## src/design/bpfa_pkg.sv

```systemverilog
// Package for the mosaic five-point average unit: field widths, stream
// layout, register indexes, controller states and the lane control group.
// No dependencies.
`default_nettype none

package bpfa_pkg;

    // Defaults for the top-level parameters
    localparam int DEF_MAX_WIDTH    = 256;
    localparam int DEF_MAX_HEIGHT   = 256;
    localparam int DEF_CHANNEL_BITS = 16;

    // Fixed field widths
    localparam int COORD_W     = 8;    // pos_x, pos_y
    localparam int DIM_W       = 9;    // image size and clamped sample coordinates
    localparam int RADIUS_W    = 8;
    localparam int CHAN_W      = 16;   // channel fields on the ports
    localparam int NUM_CHAN    = 4;
    localparam int CFG_INDEX_W = 2;
    localparam int CFG_DATA_W  = 9;

    // Stream layout
    localparam int IN_POS_X_LSB = 0;
    localparam int IN_POS_Y_LSB = IN_POS_X_LSB + COORD_W;
    localparam int IN_CHAN_LSB  = IN_POS_Y_LSB + COORD_W;
    localparam int IN_TDATA_W   = IN_CHAN_LSB + NUM_CHAN * CHAN_W;
    localparam int OUT_TDATA_W  = NUM_CHAN * CHAN_W;

    // Remainder divider: bits retired per cycle and cycles per division
    localparam int DIV_STEPS  = 4;
    localparam int DIV_CYCLES = COORD_W / DIV_STEPS;
    localparam int DIV_CNT_W  = $clog2(DIV_CYCLES + 1);

    // Operation codes carried in tuser
    localparam logic OP_LOAD = 1'b0;
    localparam logic OP_READ = 1'b1;

    // Configuration register indexes
    localparam logic [CFG_INDEX_W-1:0] REG_IMAGE_WIDTH  = 2'd0;
    localparam logic [CFG_INDEX_W-1:0] REG_IMAGE_HEIGHT = 2'd1;
    localparam logic [CFG_INDEX_W-1:0] REG_BLOCK_RADIUS = 2'd2;

    // Read sequencer states
    typedef enum logic [3:0] {
        ST_IDLE,
        ST_DIVIDE,
        ST_CORNER,
        ST_CENTER,
        ST_EDGE,
        ST_FETCH,
        ST_DRAIN,
        ST_SCALE,
        ST_RESULT
    } state_t;

    // Control group from the sequencer to every channel lane
    typedef struct packed {
        logic clear;
        logic accumulate;
        logic scale;
    } lane_ctrl_t;

endpackage

`default_nettype wire

```

## src/design/bpfa_rem_div.sv

```systemverilog
// Iterative remainder unit: coordinate modulo mosaic side, several bits a cycle.
// Depends on bpfa_pkg.
`default_nettype none

module bpfa_rem_div (
    input  wire logic                       clk,
    input  wire logic                       rst_n,
    input  wire logic                       start,
    input  wire logic [bpfa_pkg::COORD_W-1:0] dividend,
    input  wire logic [bpfa_pkg::DIM_W-1:0]   divisor,
    output logic                            done,
    output logic [bpfa_pkg::COORD_W-1:0]    remainder
);
    import bpfa_pkg::*;

    logic [COORD_W-1:0]   rem_reg, rem_next;
    logic [COORD_W-1:0]   dividend_reg, dividend_next;
    logic [DIM_W-1:0]     divisor_reg;
    logic [DIV_CNT_W-1:0] cnt_reg;
    logic [DIM_W-1:0]     work;
    logic [COORD_W-1:0]   shift;

    // Retire DIV_STEPS quotient bits: shift in, compare, subtract
    always_comb
    begin
        work  = {1'b0, rem_reg};
        shift = dividend_reg;
        for (int i = 0; i < DIV_STEPS; i++)
        begin
            work  = {work[COORD_W-1:0], shift[COORD_W-1]};
            shift = {shift[COORD_W-2:0], 1'b0};
            if (work >= divisor_reg)
            begin
                work = work - divisor_reg;
            end
        end
        rem_next      = work[COORD_W-1:0];
        dividend_next = shift;
    end

    // Count remaining steps
    always_ff @(posedge clk or negedge rst_n)
    begin
        if (!rst_n)
        begin
            cnt_reg <= '0;
        end
        else if (start)
        begin
            cnt_reg <= DIV_CNT_W'(DIV_CYCLES);
        end
        else if (cnt_reg != '0)
        begin
            cnt_reg <= cnt_reg - 1'b1;
        end
    end

    // Hold operands and partial remainder
    always_ff @(posedge clk)
    begin
        if (start)
        begin
            rem_reg      <= '0;
            dividend_reg <= dividend;
            divisor_reg  <= divisor;
        end
        else if (cnt_reg != '0)
        begin
            rem_reg      <= rem_next;
            dividend_reg <= dividend_next;
        end
    end

    assign done      = (cnt_reg == '0);
    assign remainder = rem_reg;

endmodule

`default_nettype wire

```

## config.mk

```make
export PLATFORM = sky130hd
export DESIGN_NAME = bpfa_rem_div
export DESIGN_NICKNAME = d
export VERILOG_FILES = /design/src/design/bpfa_pkg.sv /design/src/design/bpfa_rem_div.sv
export SDC_FILE = /design/constraint.sdc
export NUM_CORES = 1
export LEC_CHECK = 0
export ABC_CLOCK_PERIOD_IN_PS = 13000
export BUFFER_PORTS_ARGS = -buffer_cell sky130_fd_sc_hd__buf_2
export CELL_PAD_IN_SITES_DETAIL_PLACEMENT = 1
export CELL_PAD_IN_SITES_GLOBAL_PLACEMENT = 1
export CORE_MARGIN = 2
export CORE_UTILIZATION = 46
export DETAILED_ROUTE_END_ITERATION = 16
export PLACE_DENSITY = 0.89
export SYNTH_ARGS = -nofsm -noshare
export SYNTH_HDL_FRONTEND = slang
export SYNTH_SLANG_ARGS = --single-unit
```

## constraint.sdc

```tcl
create_clock -name clk -period 13 [get_ports clk]
set_input_delay 2.6 -clock clk [delete_from_list [all_inputs] [get_ports clk]]
set_output_delay 2.6 -clock clk [all_outputs]
set_load 0.02 [all_outputs]
```

After elaboration in Yosys (flattened, before gate mapping)
Cells that the tools add are included.

Reductions and logical operators: 3. Equal/unequal tests: 0. Shift operators: 0. Add/sub/neg operators: 5. Div/mod/pow operators: 0. Multiply operators: 0. Mux-type cells: 8. Bitwise operators: 0. Order comparisons: 4.

Operators with widths (number): 8-bit 2-to-1 mux (6); 9-bit greater-or-equal comparator (4); 8-bit subtractor (4); 2-bit 2-to-1 mux (2); 2-bit nonzero test (2); 2-bit zero test (1); 2-bit by 1-bit subtractor with 2-bit output, second input constant (1).

Register bits after elaboration: 27. RAM bits: 0. Latch bits: 0. Output and inout bits: 9. ROM bits: 0. Memories: 0. Bits of input ports: 20. Word-level logic and storage cells: 24.

Logic depth before layout (Yosys ltp)
Depth after elaboration: 8. Depth in mapped cells: 33. Depth with buffers taken out: 32.

Least setup slack after synthesis
Ideal clock, no wire load.

Path kind: reg-to-reg. Start: register divisor_reg[1]. End: register rem_reg[1] (netlist: remainder[1]). Path slack: 5523 ps. Path buffers: 3. Cell stages (with the launch flop): 33. Data required time: 12871 ps. Arrival: 7348 ps. Library setup time: 129 ps. Period minus slack after synthesis: 7477 ps. Cells stage by stage: edfxtp_1 inv_1 ha_1 nor2b_1 o31a_1 o41a_1 o21ai_4 mux2_2 inv_1 ha_1 nor2b_1 o31a_1 o21ai_0 a211o_1 buf_2 mux2i_1 ha_1 o21a_1 o31a_1 o31a_1 o41ai_4 buf_4 nand2_1 o21ai_0 ha_1 nor2b_1 o31a_1 o41ai_1 o21ai_0 buf_2 inv_1 mux2i_1 o22ai_1.

Word-level cells in the longest chain between the ends: 8. Elaborated cells between the ends (all ways): 12. Classes of those cells: 4 x add/sub; 4 x order compare; 4 x mux.

RTL lines: start, declared (line bpfa_rem_div.sv:18) `logic [DIM_W-1:0] divisor_reg;`; start signal, assigned (line bpfa_rem_div.sv:65) `divisor_reg <= divisor;`; 8-bit subtractor / 9-bit greater-or-equal comparator (equally long branches) (line bpfa_rem_div.sv:34, bpfa_rem_div.sv:32); 8-bit 2-to-1 mux (line bpfa_rem_div.sv:32) `if (work >= divisor_reg)`; 8-bit subtractor / 9-bit greater-or-equal comparator (equally long branches) (line bpfa_rem_div.sv:34, bpfa_rem_div.sv:32); 8-bit 2-to-1 mux (line bpfa_rem_div.sv:32); 9-bit greater-or-equal comparator / 8-bit subtractor (equally long branches) (line bpfa_rem_div.sv:32, bpfa_rem_div.sv:34); 8-bit 2-to-1 mux (line bpfa_rem_div.sv:32); 8-bit subtractor / 9-bit greater-or-equal comparator (equally long branches) (line bpfa_rem_div.sv:34, bpfa_rem_div.sv:32); 8-bit 2-to-1 mux (*) (line bpfa_rem_div.sv:32); end signal, assigned (line bpfa_rem_div.sv:69) `rem_reg <= rem_next;`; end, declared (line bpfa_rem_div.sv:16) `logic [COORD_W-1:0] rem_reg, rem_next;`.

Every way passes the cells marked *; elsewhere a longest branch is shown, timed or not. A chain may end at the register's enable or synchronous reset.

Worst setup path after layout
Start: register divisor_reg[1]. End: register rem_reg[3] (netlist: remainder[3]).

The elaborated chain is that of the path after synthesis.

==> results by group <==
Critical path
  – CP delay by family, top: compound AO/OA/AOI/OAI gates
  – Worst Path Required: 13.20 ns
  – Worst Path Max Fanout: 15
  – Most used cell, CP: o31a_1
  – Crit end category: flop
  – WP buf/inv: 4
  – Crit path DAT: 9.20 ns
  – CP max stage cell: o41ai_4
  – Setup crit start kind: flop
  – CP max stage delay: 0.80 ns
  – Setup CP Type: flop to flop

Floorplan
  – Initial Util: 47.0%
  – Chip Width: 81.3 µm
  – Rows: 28
  – Die area: 6620 µm²
  – Ports: 29
  – Core area: 5850 µm²
  – Die Ht: 81.3 µm

Yosys
  – Post-synthesis cell area: 2750 µm²
  – Synthesis-stage register bit count: 27
  – Yosys Warn Count: 0
  – Syn_nets: 362
  – Count of unique library cells instantiated by Yosys: 45
  – Synth Flop Type: edfxtp_1
  – Syn Inst Count: 301
  – Syn Area/Cell: 9.14 µm²
  – Register area share after synthesis: 26.2%
  – Async SR Flop Fraction: 7.41%
  – Post-synth EDFFs: 17

Timing
  – Slew margin rel.: 41.3%
  – Period utilization: 69.2%
  – Setup WS post-layout: 4.00 ns
  – Max Slew Vio Count: 0
  – Shortest period the worst path allows: 9.00 ns
  – Final count of hold timing violations: 0
  – Final setup vio count: 0
  – Worst-margin pin slew: 0.878 ns
  – Worst Skew: 0.0107 ns
  – RSZ-0062 raised after global routing: false
  – Max Freq: 111 MHz
  – Setup TNS: 0 ns

Global routing
  – Initial antenna violation count: 0
  – Total track usage: 25.3%
  – Largest net degree at the start of global routing: 24
  – Grt total ovfl: 0
  – Number of global-route vias before repair: 2562
  – Global-route wire length before repair: 12.6 mm

Layout
  – Multi-input logic area: 1880 µm²
  – Nets@finish: 390
  – Number of diodes: 0
  – Register Area: 721 µm²
  – Fill count: 711
  – Design area: 3010 µm²
  – Layout cells sized above 1: 14.9%
  – Max reg flops: 9
  – Final Non-Filler Cells: 403
  – Area growth from synthesis to layout: 9.55%

Placement
  – RePlAce Congestion: 0.896
  – DP HPWL: 6.54 mm
  – Port buffer count: 28
  – Post-DP Area: 2960 µm²
  – Pre-CTS setup slack: 4.08 ns
  – Post-Place Cells: 399

Status
  – Outcome: finished clean

Clocking
  – Max Root-Sink Buffers: 2
  – Postcts setup bufs: 0
  – Clk slew on worst S/H paths: 0.11 ns
  – Cts bufs inserted: 3
  – Root buf cell: clkbuf_8
  – Clk sinks: 27
  – CTS tree: done
  – Cts hold-fix bufs: 0
  – CTS resizes: 0
  – CTS H-Tree Depth: 1
  – Clock latency on the worst-skew pair: 0.29 ns

Routing
  – Via count: 2367
  – First-pass DRT Iterations: 4
  – DRC Markers: 0
  – 1st-iter DRT viols: 104
  – Routed Antenna Nets: 0
  – Post-Route WL: 8.01 mm
  – Avg Vias per Cell: 5.87
  – DR WL/cell: 19.9 µm

Run
  – MaxCap Viol Count: 0

Min path
  – Worst hold path type: flop to flop
## worst register-to-register path: cells and delay by family (launching register included)
| kind | cells | cell delay (ns) |
|---|---|---|
| AOI/OAI and AO/OA | 16 | 4.98 |
| adders and majority gates | 4 | 1.28 |
| buffers and inverters | 4 | 0.67 |
| DFF | 1 | 0.48 |
| muxes | 2 | 0.94 |
| and+or+nand+nor | 4 | 0.58 |
## final timing paths
| check | end | from | slack, ns | cells after the start |
|---|---|---|---|---|
| worst max register to register | remainder[3] | divisor_reg[1] | 4.00 | 30 |
| worst max-delay path | remainder[3] | divisor_reg[1] | 4.00 | 30 |
| worst min-delay path | cnt_reg[1] | cnt_reg[1] | 0.53 | 2 |
| min in group asynchronous | cnt_reg[1] | rst_n | 2.07 | 1 |
| max in group asynchronous | cnt_reg[0] | rst_n | 10.84 | 1 |
| worst min register to register | cnt_reg[1] | cnt_reg[1] | 0.53 | 2 |
## cell families after synthesis
family / after synthesis / synth area share (%)
buffers and inverters: 39 / 5.55
muxes: 20 / 7.64
and+or+nand+nor: 69 / 12.7
adders and majority gates: 41 / 19.7
AOI/OAI and AO/OA: 85 / 21.8
xor gates and xnor gates: 20 / 6.37
DFF: 27 / 26.2
## through the flow
| step | hold WS (ns) | util [%] |
|---|---|---|
| after floorplan | 0.470 | - |
| after global placement | 0.489 | 50.7 |
| after detailed placement | 0.510 | 50.7 |
| after CTS | 0.534 | 51.5 |
| after global routing | 0.584 | 51.5 |
| final | 0.529 | 51.5 |
## placed cells by master (no fill, tap or decap), types with 2 or more instances in the layout
master / instances
buf_2: 28
fa_1: 4
clkbuf_8: 3
o22ai_1: 4
mux2i_1: 12
nand2b_1: 8
o21ai_1: 2
nand2_1: 14
a21oi_1: 14
dfrtp_1: 2
nor2_1: 19
a21o_1: 7
nand3_1: 4
inv_1: 33
nand4_1: 4
xor2_1: 7
o21ai_0: 26
and2_1: 4
o21a_1: 7
nor3_1: 6
nor2b_1: 5
o31a_1: 5
a211oi_1: 2
ha_1: 37
o221ai_2: 3
o21bai_1: 3
dfxtp_1: 8
a211o_1: 4
edfxtp_1: 17
xnor2_1: 13
mux2_2: 8
## metal layers
metal / routed length, µm / part of all wire, % / vias up / GRT usage (%)
li1: - / - / 1141 / -
met2: 4150 / 52 / 63 / 48.4
met1: 3400 / 42 / 1148 / 30.0
met4: 161 / 2.0 / 0 / 5.93
met3: 301 / 3.8 / 15 / 2.67
met5: 0 / 0 / - / 0
## cells in the mapped netlist (2+ instances only)
| cell type | count | share of area [%] |
|---|---|---|
| mux2_2 | 8 | 3.3 |
| o21bai_1 | 3 | 0.82 |
| and2_1 | 4 | 0.91 |
| buf_2 | 2 | 0.36 |
| clkbuf_1 | 3 | 0.41 |
| o21ai_1 | 2 | 0.36 |
| o21a_1 | 7 | 1.9 |
| nand4_1 | 4 | 0.91 |
| a211oi_1 | 2 | 0.55 |
| dfrtp_1 | 2 | 1.8 |
| o22ai_1 | 4 | 0.91 |
| a21o_1 | 7 | 1.9 |
| edfxtp_1 | 17 | 19 |
| a21oi_1 | 14 | 2.5 |
| nor2_1 | 19 | 2.6 |
| fa_1 | 4 | 2.9 |
| o31a_1 | 5 | 1.6 |
| nor3_1 | 6 | 1.1 |
| nand2_1 | 14 | 1.9 |
| nor2b_1 | 5 | 1.1 |
| o21ai_0 | 26 | 4.7 |
| inv_1 | 33 | 4.5 |
| ha_1 | 37 | 17 |
| nand3_1 | 4 | 0.73 |
| o221ai_2 | 3 | 1.6 |
| a211o_1 | 4 | 1.3 |
| nand2b_1 | 8 | 1.8 |
| mux2i_1 | 12 | 4.4 |
| xor2_1 | 7 | 2.2 |
| dfxtp_1 | 8 | 5.8 |
| xnor2_1 | 13 | 4.1 |
## cell type report
type                    count  share of cell area (%)
clock buffers               3                    1.37
flip-flops and latches     27                    23.9
multi-input cells         235                    62.3
inverters                  33                    4.11
repair buffers             29                    4.90
clock inverters             1                   0.291
well taps                  75                    3.11
Power is left out: the tool's default activity adds up to more than one toggle a clock period on the data nets, which glitch-free logic cannot reach.
