File: src/design/bpfa_pkg.sv
// Package for the mosaic five-point average unit: field widths, stream
// layout, register indexes, controller states and the lane control group.
// No dependencies.
`default_nettype none

package bpfa_pkg;

    // Defaults for the top-level parameters
    localparam int DEF_MAX_WIDTH    = 256;
    localparam int DEF_MAX_HEIGHT   = 256;
    localparam int DEF_CHANNEL_BITS = 16;

    // Fixed field widths
    localparam int COORD_W     = 8;    // pos_x, pos_y
    localparam int DIM_W       = 9;    // image size and clamped sample coordinates
    localparam int RADIUS_W    = 8;
    localparam int CHAN_W      = 16;   // channel fields on the ports
    localparam int NUM_CHAN    = 4;
    localparam int CFG_INDEX_W = 2;
    localparam int CFG_DATA_W  = 9;

    // Stream layout
    localparam int IN_POS_X_LSB = 0;
    localparam int IN_POS_Y_LSB = IN_POS_X_LSB + COORD_W;
    localparam int IN_CHAN_LSB  = IN_POS_Y_LSB + COORD_W;
    localparam int IN_TDATA_W   = IN_CHAN_LSB + NUM_CHAN * CHAN_W;
    localparam int OUT_TDATA_W  = NUM_CHAN * CHAN_W;

    // Remainder divider: bits retired per cycle and cycles per division
    localparam int DIV_STEPS  = 4;
    localparam int DIV_CYCLES = COORD_W / DIV_STEPS;
    localparam int DIV_CNT_W  = $clog2(DIV_CYCLES + 1);

    // Operation codes carried in tuser
    localparam logic OP_LOAD = 1'b0;
    localparam logic OP_READ = 1'b1;

    // Configuration register indexes
    localparam logic [CFG_INDEX_W-1:0] REG_IMAGE_WIDTH  = 2'd0;
    localparam logic [CFG_INDEX_W-1:0] REG_IMAGE_HEIGHT = 2'd1;
    localparam logic [CFG_INDEX_W-1:0] REG_BLOCK_RADIUS = 2'd2;

    // Read sequencer states
    typedef enum logic [3:0] {
        ST_IDLE,
        ST_DIVIDE,
        ST_CORNER,
        ST_CENTER,
        ST_EDGE,
        ST_FETCH,
        ST_DRAIN,
        ST_SCALE,
        ST_RESULT
    } state_t;

    // Control group from the sequencer to every channel lane
    typedef struct packed {
        logic clear;
        logic accumulate;
        logic scale;
    } lane_ctrl_t;

endpackage

`default_nettype wire

File: src/design/bpfa_chan_lane.sv
// One channel lane: accumulates the five samples and divides by five with
// rounding through a reciprocal multiply. Depends on bpfa_pkg.
`default_nettype none

module bpfa_chan_lane #(
    parameter int STORE_BITS = bpfa_pkg::CHAN_W
) (
    input  wire logic                   clk,
    input  wire bpfa_pkg::lane_ctrl_t   ctrl,
    input  wire logic [STORE_BITS-1:0]  sample,
    output logic [STORE_BITS-1:0]       avg
);
    import bpfa_pkg::*;

    // Five samples plus rounding fit in three extra bits
    localparam int SUM_W     = STORE_BITS + 3;
    localparam int SHIFT     = SUM_W + 2;
    localparam int RECIP_INT = (1 << SHIFT) / 5 + 1;
    localparam logic [SUM_W-1:0] RECIP = SUM_W'(RECIP_INT);

    logic [SUM_W-1:0]   acc_reg, acc_next;
    logic [2*SUM_W-1:0] prod_reg, prod_next;
    logic [SUM_W-1:0]   rounded;

    // Clear at request start, add each sample as it returns
    always_comb
    begin
        acc_next = acc_reg;
        if (ctrl.clear)
        begin
            acc_next = '0;
        end
        else if (ctrl.accumulate)
        begin
            acc_next = acc_reg + SUM_W'(sample);
        end
    end

    // (sum + 2) / 5 as multiply by rounded-up reciprocal and shift
    always_comb
    begin
        rounded   = acc_reg + SUM_W'(2);
        prod_next = prod_reg;
        if (ctrl.scale)
        begin
            prod_next = (2*SUM_W)'(rounded) * (2*SUM_W)'(RECIP);
        end
    end

    always_ff @(posedge clk)
    begin
        acc_reg  <= acc_next;
        prod_reg <= prod_next;
    end

    assign avg = prod_reg[SHIFT +: STORE_BITS];

endmodule

`default_nettype wire

File: config.mk
export PLATFORM = sky130hd
export DESIGN_NAME = bpfa_chan_lane
export DESIGN_NICKNAME = d
export VERILOG_FILES = /design/src/design/bpfa_pkg.sv /design/src/design/bpfa_chan_lane.sv
export SDC_FILE = /design/constraint.sdc
export NUM_CORES = 1
export LEC_CHECK = 0
export BUFFER_PORTS_ARGS = -buffer_cell sky130_fd_sc_hd__buf_2
export CAP_MARGIN = 25
export CORE_AREA = 3 3 174 91
export CTS_BUF_LIST = sky130_fd_sc_hd__clkbuf_4 sky130_fd_sc_hd__clkbuf_8
export CTS_CLUSTER_SIZE = 16
export DETAILED_ROUTE_END_ITERATION = 6
export DIE_AREA = 0 0 177 94
export PLACE_DENSITY = 0.8
export RECOVER_POWER = 100
export SYNTH_ARGS = -nofsm -noshare
export SYNTH_HDL_FRONTEND = slang
export SYNTH_SLANG_ARGS = --single-unit
File: constraint.sdc
create_clock -name clk -period 6.2 [get_ports clk]
set_input_delay 0 -clock clk [delete_from_list [all_inputs] [get_ports clk]]
set_output_delay 0 -clock clk [all_outputs]
set_load 0.005 [all_outputs]
== Word-level counts from Yosys, hierarchy flattened ==
Cells that the tools add are included.

* Add/sub/neg operators: 2
* Multipliers: 1

{| class="wikitable"
|+ Operators by type and width
! operator !! count
|-
| 19-bit by 19-bit multiplier with 37-bit output (second input constant) || 1
|-
| 19-bit by 16-bit adder with 19-bit output || 1
|-
| 19-bit by 2-bit adder with 19-bit output (second input constant) || 1
|}

* Word-level logic and storage cells: 5
* Output and inout bits: 16
* Flip-flop bits (word level): 56
* Input bits: 20

== Depth between registers and ports, before layout ==
Gate-level depths: netlist of run 1.

* Depth in word-level cells: 2
* Gate-level depth with buffers: 28
* Gate-level depth less buffers: 27

== Worst setup path before layout of run 1 ==
OpenSTA, ideal clock, no wires.

* Kind: reg-to-reg
* Start: reg acc_reg[1]
* End: reg prod_reg[36] (data pin)
* Path slack: -231 ps
* Stages on the path, launching flop included: 25
* Required time: 5940 ps
* Arrival: 6171 ps
* Clock period less this slack: 6431 ps
* Library setup time: 260 ps
* Buffers on the path: 1
* Cells stage by stage: dfxtp_1 > clkbuf_2 > nand2_1 > nor4_4 > nand3_1 > xnor2_1 > ha_1 > fa_1 > inv_1 > fa_1 > inv_1 > fa_1 > fa_1 > inv_1 > fa_1 > inv_1 > ha_1 > and4_1 > and4bb_1 > o31ai_1 > a211oi_2 > nor2_2 > o31ai_4 > a31oi_1 > xnor2_1

* Word-level cells in the longest chain between the ends: 2

{| class="wikitable"
|+ RTL lines
! item !! line !! text
|-
| from (decl) || bpfa_chan_lane.sv:21 || <nowiki>logic [SUM_W-1:0] acc_reg, acc_next;</nowiki>
|-
| from (signal assigned) || bpfa_chan_lane.sv:52 || <nowiki>acc_reg <= acc_next;</nowiki>
|-
| 19-bit by 2-bit adder with 19-bit output || bpfa_chan_lane.sv:42 || <nowiki>rounded = acc_reg + SUM_W'(2);</nowiki>
|-
| 19-bit by 19-bit multiplier with 37-bit output || bpfa_chan_lane.sv:46 || <nowiki>prod_next = (2*SUM_W)'(rounded) * (2*SUM_W)'(RECIP);</nowiki>
|-
| to (signal assigned) || bpfa_chan_lane.sv:53 || <nowiki>prod_reg <= prod_next;</nowiki>
|-
| to (decl) || bpfa_chan_lane.sv:22 || <nowiki>logic [2*SUM_W-1:0] prod_reg, prod_next;</nowiki>
|}

Every way passes these cells.
A chain may end at the register's enable or synchronous reset.

== Worst setup path in the final report of run 1 ==
Same ends and word-level chain as after synthesis.

==> results.json, run 1 <==
{
  "worst_path_largest_cell_delay_ps": 530,
  "hold_buffers": 0,
  "synthDistinctLibCells": 53,
  "syn_area_per_cell_um2": 9.45,
  "fin_crit_ps": 6520,
  "hpwl_um": 19400,
  "fin_area_um2": 10600,
  "start_util": 0.597,
  "drive_gt1_frac": 0.238,
  "clk_latency_ps": 320,
  "vias": 7123,
  "slew_viol_final": 0,
  "grt_max_degree": 21,
  "crit_slowest_cell": "fa_1",
  "antenna_left": 0,
  "min_path_cells": 4,
  "cp.arrival_ps": 6590,
  "finalSetupViolCount": 15,
  "grt_pass1_vias": 7475,
  "yosysSeqAreaShare": 0.100,
  "cp_data_required_time_ps": 6280,
  "die_h_um": 94,
  "outcome": "finished, violations left",
  "crit_fanout": 4,
  "criticalPathCategory": "flip-flop to flip-flop",
  "fin_nets": 1389,
  "tightest_slew_ps": 899,
  "clockBufferDepth": 2,
  "ys_warn_count": 0,
  "reg2reg_slack_ps": -320,
  "layout.cells.non_filler": 1276,
  "holdWs_ps": 66.7,
  "cts_tree": "yes",
  "portBuffers": 35,
  "skew_ps": 23.1,
  "cts_buffers": 5,
  "dpl-instance-area_um2": 9970,
  "finalHoldViolations": 0,
  "yosysTopAreaCell": "fa_1",
  "crit_path_end": "prod_reg[36]",
  "async_flop_share": 0,
  "wl_per_cell_um": 19.0,
  "synth_edf_count": 16,
  "largest_reg_flops": 19,
  "syn_to_final_growth_pct": 23.9,
  "r2r-end": "prod_reg[36]",
  "syn_nets": 1220,
  "place_inst": 1251,
  "drt-initial-drc-count": 560,
  "clkSinkCount": 35,
  "worst_setup_hold_path_clk_slew_ps": 100,
  "rr_worst_depth": 28,
  "fin_crit_sh": 1.05,
  "synth-seq-cells": 35,
  "synth_area_leaders": "fa_1, ha_1, inv_1",
  "synth_common_cells": "inv_1, ha_1, fa_1",
  "fillerInstances": 961,
  "crit_start": "acc_reg[1]",
  "maxCapViolCount": 0,
  "synth_flop_cell": "dfxtp_1",
  "postLayoutSetupSlackWorst_ps": -315,
  "cts-root-buf": "clkbuf_8",
  "rr_startpoint": "acc_reg[1]",
  "num_antenna_cells": 0,
  "grt_overflow": 0,
  "start_kind": "flip-flop",
  "antenna_found_initial": 0,
  "synthCells": 908,
  "vias_per_cell": 5.58,
  "relSlewSlack": 0.401,
  "yosys.area.top_type_share": 0.271,
  "dieArea_um2": 16600,
  "grt_pass1_wl_um": 38000,
  "core-area_um2": 14400,
  "rows": 31,
  "die_x_um": 177,
  "drc": 0,
  "hp-class": "primary input to flip-flop",
  "yosysMostFrequentCell": "inv_1",
  "end_kind": "flip-flop",
  "routabilityCongestion": 0.998,
  "crit_top_cell": "fa_1",
  "rsz0062_at_grt": "true",
  "io_pins": 36,
  "violations": "setup timing",
  "syn-cell-area_um2": 8580,
  "grt.total_usage": 0.295,
  "firstDrtPassIters": 5,
  "max_freq_mhz": 153,
  "totalWireLength_um": 24300,
  "htree_num_levels": 2
}
-- placed cells by master, fill, tap and decap left out, types with 5 or more instances in the layout --
cell type  synthesis  layout
inv_1            223     212
ha_1             176     156
buf_4              3     133
fa_1             116     116
xnor2_1           60      54
nor2_1            40      39
a21oi_1           37      30
nand2_1           31      28
xor2_1            30      25
buf_2              0      22
a21o_1            19      19
ha_4               0      18
o21ai_0           20      16
edfxtp_1          16      16
clkbuf_1           4      14
nand3_1           15      13
inv_2              1      12
dfxtp_1           19      10
nand4_1            9       9
dfxtp_2            0       9
mux2i_1            8       8
nor2b_1            8       7
xnor2_2            2       6
a21oi_2            0       6
nand2b_1           6       6
and2_1             5       5
clkbuf_8           0       5
-- worst max-delay path, delay by kind of cell, from the launching register on --
| family | cells | cell delay, ps |
|---|---|---|
| AOI/OAI and AO/OA | 4 | 720 |
| xor gates and xnor gates | 3 | 500 |
| adders and majority gates | 8 | 2940 |
| buffers and inverters | 7 | 680 |
| DFF | 1 | 360 |
| and+or+nand+nor | 6 | 1070 |
-- through the flow --
| step | setup TNS (ps) | utilization | worst slack (ps) |
|---|---|---|---|
| 3_5_place_dp | -7710 | 0.693 | -591 |
| 5_1_grt | -6090 | 0.739 | -500 |
| 2_1_floorplan | 0 | - | 2.16 |
| 3_3_place_gp | -4670 | 0.693 | -379 |
| 6_report | -3070 | 0.739 | -315 |
| 4_1_cts | -823 | 0.728 | -149 |
-- worst min-delay path by stage --
stage / from / to / slack, ps
floorplan: ctrl[0] / prod_reg[21] / 110
global placement: sample[0] / acc_reg[0] / 380
detailed placement: sample[0] / acc_reg[0] / 390
CTS: ctrl[2] / acc_reg[16] / 60
global route: ctrl[2] / acc_reg[12] / 90
finish: sample[0] / acc_reg[0] / 70
-- cell type report --
cell class | instances | area, µm² | area share
inverter | 224 | 841 | 0.0791
clock buffer | 5 | 68.8 | 0.00647
multi-input combinational | 639 | 7350 | 0.691
sequential | 35 | 872 | 0.0820
timing repair buffer | 172 | 1200 | 0.113
clock inverter | 3 | 47.5 | 0.00447
tap | 198 | 248 | 0.0233
-- cell families (layout without fill, tap and decap cells) --
kind of cell	after synthesis	count (layout)	synth area share
adders and majority gates	292	292	0.527
xor gates and xnor gates	92	92	0.0956
DFF	35	35	0.100
AOI/OAI and AO/OA	110	110	0.0821
and+or+nand+nor	137	137	0.0818
buffers and inverters	234	404	0.104
muxes	8	8	0.00933
-- routing by layer --
layer,vias up,wire [µm],GRT usage
li1,3242,-,-
met1,3512,10500,0.410
met2,309,11300,0.486
met3,60,2050,0.0601
met4,0,407,0.0555
met5,-,0,0
-- what timing repair did --
item | 4_1_cts | 5_1_grt
endpoints found under the setup margin | 16 | 16
endpoints found under the hold margin | 0 | 0
gates resized for setup | 56 | 23
pin swaps | 52 | 14
setup buffers | 11 | 7
Power of run 1 is not shown: default switching activity piles up to over one toggle a cycle in this logic, so the estimate is an artifact.
==> run 2: changes to the inputs <==
Settings changed: PLACE_DENSITY 0.8 to 0.77.
Clock period 6.2 ns to 7.2 ns, I/O delays scaled along.
==> run 2 against run 1 <==
  * The run now ends clean
  * Fmax shrank 6.8%
  * Global-route usage down 4.0 points
  * Sequential share of layout area grew 1.1 points
  * Utilization fell by 9.1 points
  * Hold slack got worse by 11 ps
  * Cell area is 12% lower
  * Clock skew is 13 ps lower
  * Non-clock buffer count shrank 106
  * Setup slack gained 520 ps
  * Final cell count is 8.3% lower
  * Via count down 13%
  * Routed wire length decreased by 18%
==> results.json, run 2 (synthesized netlist as in run 1, its figures left out) <==
{
  "relSlewSlack": 0.348,
  "core-area_um2": 14400,
  "cts_tree": "yes",
  "layout.cells.non_filler": 1170,
  "grt.total_usage": 0.256,
  "p_sw_frac": 0.526,
  "end_kind": "flip-flop",
  "criticalPathCategory": "flip-flop to flip-flop",
  "skew_ps": 10.3,
  "clockBufferDepth": 2,
  "dieArea_um2": 16600,
  "tightest_slew_ps": 978,
  "wl_per_cell_um": 17.0,
  "cp_data_required_time_ps": 7270,
  "fin_area_um2": 9330,
  "drt-initial-drc-count": 363,
  "leakagePower_uw": 0.00534,
  "fin_nets": 1283,
  "cp.arrival_ps": 7060,
  "reg2reg_slack_ps": 210,
  "fin_crit_ps": 6990,
  "place_inst": 1161,
  "pwr-share-comb": 0.863,
  "io_pins": 36,
  "largest_reg_flops": 19,
  "die_h_um": 94,
  "fillerInstances": 1200,
  "routabilityCongestion": 0.945,
  "firstDrtPassIters": 5,
  "r2r-end": "prod_reg[33]",
  "die_x_um": 177,
  "portBuffers": 35,
  "clk_latency_ps": 310,
  "outcome": "finished, final reports clean",
  "start_util": 0.597,
  "num_antenna_cells": 0,
  "final_cell_mix": "inv_1, ha_1, fa_1, xnor2_1, nor2_1",
  "finalSetupTns_ps": 0,
  "crit_path_end": "prod_reg[33]",
  "drive_gt1_frac": 0.0947,
  "fin_crit_sh": 0.971,
  "grt_pass1_wl_um": 32700,
  "finalHoldViolations": 0,
  "grt_max_degree": 21,
  "finalSetupViolCount": 0,
  "drc": 0,
  "grt_pass1_vias": 6324,
  "crit_fanout": 5,
  "cts_buffers": 5,
  "slew_viol_final": 0,
  "rr_startpoint": "acc_reg[1]",
  "syn_to_final_growth_pct": 8.69,
  "htree_num_levels": 2,
  "hpwl_um": 17800,
  "grt_overflow": 0,
  "vias": 6214,
  "antenna_left": 0,
  "rr_worst_depth": 26,
  "rows": 31,
  "clkSinkCount": 35,
  "max_freq_mhz": 143,
  "antenna_found_initial": 0,
  "worst_setup_hold_path_clk_slew_ps": 90,
  "hold_buffers": 0,
  "hp-class": "primary input to flip-flop",
  "layout_commonest_cell": "inv_1",
  "power.share.clock": 0.046,
  "p_switching_uw": 2220,
  "cts-root-buf": "clkbuf_8",
  "dpl-instance-area_um2": 9180,
  "totalWireLength_um": 19900,
  "vias_per_cell": 5.31,
  "power_density_nw_per_um2": 453,
  "start_kind": "flip-flop",
  "internal-power_uw": 2000,
  "seqPwrFrac": 0.091,
  "crit_start": "acc_reg[1]",
  "vdd_ir_drop_max_uv": 389,
  "maxCapViolCount": 0
}
[run 2: changes by cell type in the layout (fill, tap and decap cells not counted), moves of 4 or more]
cell,delta
xnor2_2,-4
clkbuf_1,-5
buf_2,+5
buf_4,-103
inv_2,-11
a21oi_2,-6
xnor2_1,+6
ha_1,+17
xor2_1,+4
a21oi_1,+7
ha_4,-18
o21ai_2,-4
inv_1,+11
[run 2: stage by stage]
step | total power [µW] | util | setup slack (ps) | hold slack (ps)
after global routing | 4840 | 0.648 | -21.3 | 93.3
after global placement | 3870 | 0.638 | 260 | 361
after CTS | 4220 | 0.646 | 122 | 54.7
after detailed placement | 4000 | 0.638 | 114 | 372
final | 4220 | 0.648 | 207 | 55.9
after floorplan | 3090 | - | 769 | 112
[run 2: worst max-delay path: stages, from the launching register on]
cell	delay (ps)
dfxtp_1	410
ha_1	250
nand4_1	250
nor3_4	260
and2_4	190
xnor2_2	170
inv_1	90
ha_1	320
fa_1	540
inv_1	50
fa_1	540
inv_1	80
fa_1	480
fa_1	500
inv_1	60
fa_1	540
inv_1	50
ha_1	300
and4_1	230
and4bb_1	210
o31ai_1	100
a211oi_2	210
buf_4	200
nor2_2	80
o31ai_4	340
a31oi_1	150
xnor2_1	140
[run 2: worst min path at each step]
stage,to,start,cells past startpoint
after floorplan,prod_reg[21],ctrl[0],0
after global placement,acc_reg[0],sample[0],4
after detailed placement,acc_reg[0],sample[0],4
after CTS,acc_reg[0],sample[0],4
after global routing,acc_reg[0],sample[0],4
final,acc_reg[0],sample[0],4
[run 2: final cells by class]
class	instances	area [µm²]	area share
Clock inverter	3	43.8	0.00469
Sequential cell	35	868	0.0931
Timing Repair Buffer	66	394	0.0422
Tap cell	198	248	0.0266
Inverter	224	841	0.0901
Multi-Input combinational cell	639	6870	0.736
Clock buffer	5	68.8	0.00738
[run 2: power by group through the flow]
stage               registers (µW)  clock network (µW)  logic (µW)
global route                   390                 206        4250
global placement               384                   0        3490
finish                         383                 196        3640
CTS                            381                 197        3640
detailed placement             384                   0        3610
floorplan                      383                   0        2710
[run 2: timing repair]
action,CTS,global route
buffers inserted,0,1
resized for setup,0,16
endpoints found under the setup margin,0,15
[run 2: per-layer routing]
layer	wire length [µm]	track usage
met4	199	0.0392
met2	8650	0.393
met1	9740	0.378
met3	1330	0.0549
met5	0	0
Note: power is estimated with default switching activity, not from simulation.
